$ cat src/sv/trm_pkg.sv
// Shared types, codes and sizes for the register machine execute block.
`timescale 1ns / 1ps

package trm_pkg;

  localparam int NUM_REGS  = 5;
  localparam int MEM_WORDS = 64;
  localparam int WORD_W    = 32;
  localparam int PC_W      = 16;
  localparam int REG_AW    = $clog2(NUM_REGS);
  localparam int MEM_AW    = $clog2(MEM_WORDS);

  localparam logic [2:0] CMD_MOV = 3'd0;
  localparam logic [2:0] CMD_ADD = 3'd1;
  localparam logic [2:0] CMD_SUB = 3'd2;
  localparam logic [2:0] CMD_JMP = 3'd3;
  localparam logic [2:0] CMD_JPN = 3'd4;
  localparam logic [2:0] CMD_PRN = 3'd5;
  localparam logic [2:0] CMD_HLT = 3'd6;

  localparam logic FIRST_REG  = 1'b0;
  localparam logic FIRST_ADDR = 1'b1;

  localparam logic [1:0] KIND_REG   = 2'd0;
  localparam logic [1:0] KIND_ADDR  = 2'd1;
  localparam logic [1:0] KIND_CONST = 2'd2;

  localparam logic [PC_W-1:0] PC_RESET = PC_W'(1);

  typedef struct packed {
    logic [2:0]               cmd;
    logic                     first_kind;
    logic [2:0]               first_reg;
    logic [5:0]               first_addr;
    logic [1:0]               second_kind;
    logic [2:0]               second_reg;
    logic [5:0]               second_addr;
    logic signed [WORD_W-1:0] second_const;
    logic [PC_W-1:0]          jump_target;
  } trm_in_t;

  typedef struct packed {
    logic [PC_W-1:0]          next_pc;
    logic                     print_valid;
    logic signed [WORD_W-1:0] print_value;
    logic                     halted;
    logic                     bad_instruction;
  } trm_out_t;

  typedef struct packed {
    logic              reg_we;
    logic [REG_AW-1:0] reg_addr;
    logic              mem_we;
    logic [MEM_AW-1:0] mem_addr;
    logic [WORD_W-1:0] data;
  } trm_wr_t;

endpackage

$ cat src/sv/trm_in_if.sv
// Instruction channel interface: valid, ready and one decoded instruction.
`timescale 1ns / 1ps

interface trm_in_if;
  import trm_pkg::*;

  logic    valid;
  logic    ready;
  trm_in_t data;

  modport source(output valid, output data, input ready);
  modport sink(input valid, input data, output ready);
endinterface

$ cat src/sv/trm_out_if.sv
// Result channel interface: valid, ready and one execution result.
`timescale 1ns / 1ps

interface trm_out_if;
  import trm_pkg::*;

  logic     valid;
  logic     ready;
  trm_out_t data;

  modport source(output valid, output data, input ready);
  modport sink(input valid, input data, output ready);
endinterface

$ cat src/sv/tiny_register_machine_execute.sv
// An accepted instruction is registered into the execute stage, its result into the output.
// Throughput: one instruction per cycle unless the result channel stalls; register file and
// data memory reads are registered, and the previous write is forwarded to the next one.
// Reset: PC becomes 1; per-entry valid bits for the register file and data memory clear,
// so every entry reads as zero until written. No clearing pass is needed.
`timescale 1ns / 1ps

module tiny_register_machine_execute (
  input logic      clk,
  input logic      rst,
  trm_in_if.sink   instr,
  trm_out_if.source result
);
  import trm_pkg::*;

  logic              s1_valid;
  trm_in_t           s1_instr;
  logic              accept;
  logic              advance;
  logic [PC_W-1:0]   pc;

  logic [NUM_REGS-1:0]  reg_vld;
  logic [MEM_WORDS-1:0] mem_vld;

  logic [WORD_W-1:0] reg_rd_a;
  logic [WORD_W-1:0] reg_rd_b;
  logic [WORD_W-1:0] mem_rd_a;
  logic [WORD_W-1:0] mem_rd_b;

  logic [REG_AW-1:0] ra_idx;
  logic [REG_AW-1:0] rb_idx;
  logic [MEM_AW-1:0] ma_idx;
  logic [MEM_AW-1:0] mb_idx;

  logic [WORD_W-1:0] reg_a;
  logic [WORD_W-1:0] reg_b;
  logic [WORD_W-1:0] mem_a;
  logic [WORD_W-1:0] mem_b;

  trm_wr_t           wr;
  trm_wr_t           fwd;
  trm_out_t          res;

  logic              out_valid;
  trm_out_t          out_data;

  assign advance     = s1_valid && (!out_valid || result.ready);
  assign instr.ready = !s1_valid || advance;
  assign accept      = instr.valid && instr.ready;

  trm_ram #(.WIDTH(WORD_W), .DEPTH(NUM_REGS)) u_reg_ram (
    .clk     (clk),
    .we      (advance && wr.reg_we),
    .waddr   (wr.reg_addr),
    .wdata   (wr.data),
    .re      (accept),
    .raddr_a (REG_AW'(instr.data.first_reg)),
    .raddr_b (REG_AW'(instr.data.second_reg)),
    .rdata_a (reg_rd_a),
    .rdata_b (reg_rd_b)
  );

  trm_ram #(.WIDTH(WORD_W), .DEPTH(MEM_WORDS)) u_mem_ram (
    .clk     (clk),
    .we      (advance && wr.mem_we),
    .waddr   (wr.mem_addr),
    .wdata   (wr.data),
    .re      (accept),
    .raddr_a (MEM_AW'(instr.data.first_addr)),
    .raddr_b (MEM_AW'(instr.data.second_addr)),
    .rdata_a (mem_rd_a),
    .rdata_b (mem_rd_b)
  );

  assign ra_idx = REG_AW'(s1_instr.first_reg);
  assign rb_idx = REG_AW'(s1_instr.second_reg);
  assign ma_idx = MEM_AW'(s1_instr.first_addr);
  assign mb_idx = MEM_AW'(s1_instr.second_addr);

  always_comb begin
    if (fwd.reg_we && fwd.reg_addr == ra_idx) begin
      reg_a = fwd.data;
    end else begin
      reg_a = reg_vld[ra_idx] ? reg_rd_a : '0;
    end
    if (fwd.reg_we && fwd.reg_addr == rb_idx) begin
      reg_b = fwd.data;
    end else begin
      reg_b = reg_vld[rb_idx] ? reg_rd_b : '0;
    end
    if (fwd.mem_we && fwd.mem_addr == ma_idx) begin
      mem_a = fwd.data;
    end else begin
      mem_a = mem_vld[ma_idx] ? mem_rd_a : '0;
    end
    if (fwd.mem_we && fwd.mem_addr == mb_idx) begin
      mem_b = fwd.data;
    end else begin
      mem_b = mem_vld[mb_idx] ? mem_rd_b : '0;
    end
  end

  trm_exec u_exec (
    .instr (s1_instr),
    .pc    (pc),
    .reg_a (reg_a),
    .reg_b (reg_b),
    .mem_a (mem_a),
    .mem_b (mem_b),
    .wr    (wr),
    .res   (res)
  );

  always_ff @(posedge clk) begin
    if (rst) begin
      s1_valid   <= 1'b0;
      out_valid  <= 1'b0;
      pc         <= PC_RESET;
      reg_vld    <= '0;
      mem_vld    <= '0;
      fwd.reg_we <= 1'b0;
      fwd.mem_we <= 1'b0;
    end else begin
      if (accept) begin
        s1_valid <= 1'b1;
      end else if (advance) begin
        s1_valid <= 1'b0;
      end
      if (advance) begin
        out_valid <= 1'b1;
        pc        <= res.next_pc;
        fwd       <= wr;
        if (wr.reg_we) begin
          reg_vld[wr.reg_addr] <= 1'b1;
        end
        if (wr.mem_we) begin
          mem_vld[wr.mem_addr] <= 1'b1;
        end
      end else if (result.ready) begin
        out_valid <= 1'b0;
      end
    end
  end

  always_ff @(posedge clk) begin
    if (accept) begin
      s1_instr <= instr.data;
    end
    if (advance) begin
      out_data <= res;
    end
  end

  assign result.valid = out_valid;
  assign result.data  = out_data;

`ifndef ASSERT_OFF
  a_pc_matches_result: assert property (@(posedge clk) disable iff (rst)
    out_valid |-> out_data.next_pc == pc)
    else $error("Program counter differs from the pending transaction's next PC.");

  a_single_write: assert property (@(posedge clk) disable iff (rst)
    s1_valid |-> !(wr.reg_we && wr.mem_we))
    else $error("One instruction writes both the register file and the memory.");

  a_bad_has_no_effect: assert property (@(posedge clk) disable iff (rst)
    s1_valid && res.bad_instruction |-> !wr.reg_we && !wr.mem_we && res.next_pc == pc)
    else $error("Unsupported instruction changes machine state.");

  a_advance_fills_output: assert property (@(posedge clk) disable iff (rst)
    advance |=> out_valid && out_data.next_pc == pc)
    else $error("Executed instruction did not reach the output register.");
`endif

endmodule

$ cat src/sv/trm_ram.sv
// Generic RAM with one write port and two registered read ports.
`timescale 1ns / 1ps

module trm_ram #(
  parameter int WIDTH = 32,
  parameter int DEPTH = 8
) (
  input  logic                     clk,
  input  logic                     we,
  input  logic [$clog2(DEPTH)-1:0] waddr,
  input  logic [WIDTH-1:0]         wdata,
  input  logic                     re,
  input  logic [$clog2(DEPTH)-1:0] raddr_a,
  input  logic [$clog2(DEPTH)-1:0] raddr_b,
  output logic [WIDTH-1:0]         rdata_a,
  output logic [WIDTH-1:0]         rdata_b
);

  logic [WIDTH-1:0] mem [DEPTH];

  always_ff @(posedge clk) begin
    if (we) begin
      mem[waddr] <= wdata;
    end
    if (re) begin
      rdata_a <= mem[raddr_a];
      rdata_b <= mem[raddr_b];
    end
  end

endmodule

$ cat src/sv/trm_exec.sv
// Execute logic: decodes one instruction, computes its write-back and its result.
`timescale 1ns / 1ps

module trm_exec (
  input  trm_pkg::trm_in_t                 instr,
  input  logic [trm_pkg::PC_W-1:0]         pc,
  input  logic [trm_pkg::WORD_W-1:0]       reg_a,
  input  logic [trm_pkg::WORD_W-1:0]       reg_b,
  input  logic [trm_pkg::WORD_W-1:0]       mem_a,
  input  logic [trm_pkg::WORD_W-1:0]       mem_b,
  output trm_pkg::trm_wr_t                 wr,
  output trm_pkg::trm_out_t                res
);
  import trm_pkg::*;

  logic              fr_ok;
  logic              sr_ok;
  logic              fa_ok;
  logic              sa_ok;
  logic              sec_ok;
  logic [WORD_W-1:0] sec_val;
  logic              bad;
  logic              take;
  logic [PC_W-1:0]   npc;

  assign fr_ok = 32'(instr.first_reg) < NUM_REGS;
  assign sr_ok = 32'(instr.second_reg) < NUM_REGS;
  assign fa_ok = 32'(instr.first_addr) < MEM_WORDS;
  assign sa_ok = 32'(instr.second_addr) < MEM_WORDS;

  always_comb begin
    case (instr.second_kind)
      KIND_REG: begin
        sec_ok  = sr_ok;
        sec_val = reg_b;
      end
      KIND_ADDR: begin
        sec_ok  = sa_ok;
        sec_val = mem_b;
      end
      KIND_CONST: begin
        sec_ok  = 1'b1;
        sec_val = instr.second_const;
      end
      default: begin
        sec_ok  = 1'b0;
        sec_val = '0;
      end
    endcase
  end

  always_comb begin
    wr          = '0;
    bad         = 1'b0;
    take        = 1'b0;
    npc         = pc + PC_W'(1);
    res         = '0;
    unique case (instr.cmd)
      CMD_MOV: begin
        if (instr.first_kind == FIRST_REG) begin
          if (!fr_ok) begin
            bad = 1'b1;
          end else if (instr.second_kind == KIND_REG && sr_ok) begin
            wr.reg_we   = 1'b1;
            wr.reg_addr = REG_AW'(instr.second_reg);
            wr.data     = reg_a;
          end else if (instr.second_kind == KIND_ADDR && sa_ok) begin
            wr.mem_we   = 1'b1;
            wr.mem_addr = MEM_AW'(instr.second_addr);
            wr.data     = reg_a;
          end else if (instr.second_kind == KIND_CONST) begin
            wr.reg_we   = 1'b1;
            wr.reg_addr = REG_AW'(instr.first_reg);
            wr.data     = instr.second_const;
          end else begin
            bad = 1'b1;
          end
        end else begin
          if (!fa_ok) begin
            bad = 1'b1;
          end else if (instr.second_kind == KIND_REG && sr_ok) begin
            wr.reg_we   = 1'b1;
            wr.reg_addr = REG_AW'(instr.second_reg);
            wr.data     = mem_a;
          end else if (instr.second_kind == KIND_CONST) begin
            wr.mem_we   = 1'b1;
            wr.mem_addr = MEM_AW'(instr.first_addr);
            wr.data     = instr.second_const;
          end else begin
            bad = 1'b1;
          end
        end
      end
      CMD_ADD, CMD_SUB: begin
        if (instr.first_kind != FIRST_REG || !fr_ok || !sec_ok) begin
          bad = 1'b1;
        end else begin
          wr.reg_we   = 1'b1;
          wr.reg_addr = REG_AW'(instr.first_reg);
          wr.data     = (instr.cmd == CMD_ADD) ? reg_a + sec_val : reg_a - sec_val;
        end
      end
      CMD_JMP, CMD_JPN: begin
        if (instr.second_kind == KIND_REG && sr_ok) begin
          take = (reg_b == '0) || (instr.cmd == CMD_JPN && reg_b[WORD_W-1]);
          if (take) begin
            npc = instr.jump_target;
          end
        end else if (instr.second_kind == KIND_CONST) begin
          npc = instr.jump_target;
        end else begin
          bad = 1'b1;
        end
      end
      CMD_PRN: begin
        if (!sec_ok) begin
          bad = 1'b1;
        end else begin
          res.print_valid = 1'b1;
          res.print_value = sec_val;
        end
      end
      CMD_HLT: begin
        res.halted = 1'b1;
        npc        = pc;
      end
      default: begin
        bad = 1'b1;
      end
    endcase

    if (bad) begin
      wr              = '0;
      npc             = pc;
      res.print_valid = 1'b0;
      res.print_value = '0;
      res.halted      = 1'b0;
    end
    res.next_pc         = npc;
    res.bad_instruction = bad;
  end

endmodule

$ cat src/flat_wrapper.sv
// flat-port wrapper written by rule: the top's interface ports become plain ports
module tiny_register_machine_execute_flat import trm_pkg::*;
  (clk, rst, instr_valid, instr_data, instr_ready, result_valid, result_data, result_ready);
  trm_in_if instr_i ();
  trm_out_if result_i ();
  input logic clk;
  input logic rst;
  input wire logic [$bits(instr_i.valid)-1:0] instr_valid;
  input wire logic [$bits(instr_i.data)-1:0] instr_data;
  output wire logic [$bits(instr_i.ready)-1:0] instr_ready;
  output wire logic [$bits(result_i.valid)-1:0] result_valid;
  output wire logic [$bits(result_i.data)-1:0] result_data;
  input wire logic [$bits(result_i.ready)-1:0] result_ready;
  assign instr_i.valid = instr_valid;
  assign instr_i.data = instr_data;
  assign instr_ready = instr_i.ready;
  assign result_valid = result_i.valid;
  assign result_data = result_i.data;
  assign result_i.ready = result_ready;
  tiny_register_machine_execute u_core (.clk(clk), .rst(rst), .instr(instr_i), .result(result_i));
endmodule
$ cat config.mk
export PLATFORM = sky130hd
export DESIGN_NAME = tiny_register_machine_execute_flat
export DESIGN_NICKNAME = d
export VERILOG_FILES = /design/src/sv/trm_pkg.sv /design/src/sv/trm_in_if.sv /design/src/sv/trm_out_if.sv /design/src/sv/tiny_register_machine_execute.sv /design/src/sv/trm_ram.sv /design/src/sv/trm_exec.sv /design/src/flat_wrapper.sv
export SDC_FILE = /design/constraint.sdc
export NUM_CORES = 2
export LEC_CHECK = 0
export BUFFER_PORTS_ARGS = -buffer_cell sky130_fd_sc_hd__buf_4
export CAP_MARGIN = 20
export CORE_MARGIN = 4
export CORE_UTILIZATION = 42
export CTS_CLUSTER_SIZE = 8
export DETAILED_ROUTE_END_ITERATION = 8
export SETUP_SLACK_MARGIN = 0.5
export SLEW_MARGIN = 20
export SYNTH_ARGS = -nofsm -noshare
export SYNTH_HDL_FRONTEND = slang
export SYNTH_SLANG_ARGS = --single-unit
$ cat constraint.sdc
create_clock -name clk -period 9.24 [get_ports clk]
set_clock_uncertainty 0.15 [all_clocks]
set_input_delay 0.462 -clock clk [delete_from_list [all_inputs] [get_ports clk]]
set_output_delay 0.462 -clock clk [all_outputs]
set_load 0.03 [all_outputs]
==> metrics <==
pwr dens 191 nW/um2; fmax about 120 MHz; Seq cells post-synth 2,589; status finished clean; CP max FO 70; slowest stage delay, CP 0.55 ns; sw power 5.86 mW; critical path arrival between 8 and 9 ns; area of the die 296,000 um2; final-report max-slew violation count 0; Synth area leader edfxtp_1; RSZ-0062 raised after global routing false; synthesized area 121,000 um2; share of the synthesized area in the top cell type between 60 and 70%; Avg Cell Area, Syn 19.8 um2; gr ovfl total 0; GRT Overall Usage a little over a quarter; final hold vios 0; Via density between 6 and 7; top cells by area, synth edfxtp_1, mux4_2, dfxtp_1; CTS tree built; total design power about 26 mW; Sw Share approximately 22%; top-count cell post-synth edfxtp_1; clock root buffer clkbuf_16; Post-synth top cells edfxtp_1, mux4_2, nor2_1; multi-input logic area 42,900 um2; Setup CP Type flop to flop; Req. time, crit path roughly 9.7 ns; register area a little under 80,000 um2; CP top delay family compound AO/OA/AOI/OAI gates; syn nets 6,221; routed via count ~71,000; Layout area overhead 14.5%; FILL cells roughly 23,000; register area share after synthesis 63.7%; share of cells above drive strength 1 between 30% and 40%; Leak about 45 nW; Comb power frac under 10%; Tcrit/Tclk final between 80 and 90%; final wirelength between 400,000 and 500,000 um; clock buffer count from CTS around 370; worst slew pin tran between 1 and 1.5 ns; die span in x between 500 and 600 um; Routed Antenna Nets 0; vias in the first global route around 71,000; Placed Area between 100,000 and 150,000 um2; largest net degree at the start of global routing 119; final worst path period need a little over 8 ns; Port Buffers 128; drt wl/cell 39.7 um; Clock Path Buffers 4; Setup crit start kind flop; drt first-iter violations around 10,000; P_int between 20 and 25 mW; Clock Power Share 44.6%; Post-synth top flop edfxtp_1; CP max-delay cell a2111oi_1; first-pass GRT wire length between 500,000 and 600,000 um; Mapped Cells between 6,000 and 7,000; Final GP Congestion between 0.9 and 1; Final HPWL DP 242,000 um; Core Box Area 285,000 um2; Die H 544 um; Boundary Pins ~130; ys async rst share 0%; Setup TNS 0 ns; Finished Cell Area roughly 140,000 um2; clk sinks ~2,600; Final setup violation count 0; Synth warnings 0; worst hold slack 0.0122 ns; crit path capture type flop; hold crit path type input pin to flop; initial antenna violation count 15; nets about 6,600; Worst-Skew Late Latency between 0.9 and 1 ns; Rows slightly below 200; clock-pin slew on the worst setup and hold paths approximately 0.05 ns; number of synthesized flops with an enable pin ~2,500; Starting Density between 40% and 50%; CTS HTree Levels 5; Max-cap violations 0; DR DRC count 0; sequential share of power approximately half; crit path buf inv count 3; Detailed Routing Iterations Pass 1 6; Worst slew margin 18.1%; Max IR drop VDD 0.000149 V; number of distinct library cells after synthesis 80
cell usage in the layout, fill, tap and decap left out, types with 10 or more instances in the layout:
| cell | synthesis | final |
|---|---|---|
| clkbuf_16 | 0 | 368 |
| o211ai_1 | 10 | 10 |
| buf_12 | 0 | 28 |
| mux4_2 | 1420 | 1420 |
| nor3_1 | 30 | 24 |
| o21a_1 | 10 | 10 |
| nand3_1 | 59 | 55 |
| o21ai_0 | 81 | 79 |
| a21o_1 | 14 | 14 |
| nor2_1 | 355 | 258 |
| and3_1 | 25 | 24 |
| dlygate4sd3_1 | 0 | 62 |
| mux2_2 | 88 | 88 |
| a222oi_1 | 13 | 13 |
| a22o_1 | 37 | 37 |
| or3_1 | 15 | 14 |
| a21oi_1 | 215 | 214 |
| nor2b_1 | 13 | 11 |
| and2_1 | 16 | 15 |
| nor2_4 | 0 | 96 |
| o21ai_1 | 11 | 11 |
| clkbuf_1 | 318 | 35 |
| mux2i_1 | 57 | 57 |
| a22oi_1 | 31 | 31 |
| buf_4 | 2 | 347 |
| nand2_1 | 185 | 184 |
| nand4_1 | 11 | 11 |
| a31oi_1 | 38 | 37 |
| xnor2_1 | 54 | 54 |
| dfxtp_1 | 89 | 89 |
| edfxtp_1 | 2500 | 2500 |
| xor2_1 | 24 | 24 |
| a211oi_1 | 31 | 31 |
| inv_1 | 31 | 29 |
| nand2b_1 | 11 | 11 |
| ha_1 | 39 | 37 |
| a21boi_0 | 16 | 16 |
| nor4_1 | 15 | 15 |
kinds of logic after synthesis:
kind of cell,share of synthesized area [%]
flip-flops,63.7
multiplexers,27.8
AND/OR/NAND/NOR,2.79
AO/OA/AOI/OAI,3.22
buffers and inverters,1.51
XOR/XNOR,0.566
adder cells (fa/ha/maj),0.421
path summary, 6_finish.rpt:
kind	startpoint	end	slack, ns	cells after the start
max	u_core.mb_idx[0]$_DFFE_PP_	u_core.u_mem_ram.mem[52][31]$_DFFE_PP_	1.13	26
min	instr_data[55]	u_core.rb_idx[1]$_DFFE_PP_	0.01	1
max reg2reg	u_core.mb_idx[0]$_DFFE_PP_	u_core.u_mem_ram.mem[52][31]$_DFFE_PP_	1.13	26
min reg2reg	u_core.s1_valid$_SDFFE_PP0P_	u_core.result.valid$_SDFFE_PP0P_	0.29	2
cell type report:
cell class	count	area share (%)
antenna	8	0.0145
clock buffer	404	6.77
clock inverter	19	0.189
inverter	32	0.0870
multi-input combinational	3042	31.0
sequential	2589	55.6
tap	3762	3.41
timing repair buffer	447	2.85
metal layers:
| layer | track usage (%) | up-vias | part of all wire, % |
|---|---|---|---|
| li1 | - | 26900 | - |
| met1 | 37.9 | 38500 | 38 |
| met2 | 43.3 | 4280 | 48 |
| met3 | 5.35 | 825 | 9.5 |
| met4 | 10.6 | 2 | 4.5 |
| met5 | 0 | - | 0.0027 |
state kept, by name, summed over array words and instances, names as in the netlist, 43 cells and up:
signal	count
u_core.s1_instr	54
u_core.u_mem_ram.mem	2048
u_core.u_reg_ram.mem	160
u_core.mem_vld	64
u_core.result.data	51
u_core.fwd	43
timing repair:
action | CTS | global route
endpoints found under the hold margin | 75 | 0
gates cloned | 0 | 0
gates resized for setup | 1 | 10
setup buffers | 0 | 3
hold buffers | 62 | 0
setup endpoints to repair | 69 | 484
per-stage QoR:
stage	std cells	utilization (%)	setup WS (ns)
after global placement	9805	44.7	0.569
after global routing	10300	48.4	0.597
after floorplan	6105	-	0.751
after CTS	10300	48.3	0.583
final	10300	48.4	1.13
after detailed placement	9805	44.8	0.549
power by group through the flow:
stage | clock [mW] | combinational (mW) | sequential (mW)
floorplan | 0 | 1.09 | 13.1
global placement | 0 | 1.65 | 13.2
detailed placement | 0 | 1.65 | 13.2
CTS | 12.0 | 1.68 | 13.0
global route | 12.5 | 1.76 | 13.0
finish | 11.8 | 1.67 | 13.0
No activity file was read; power rests on OpenSTA's default activity.
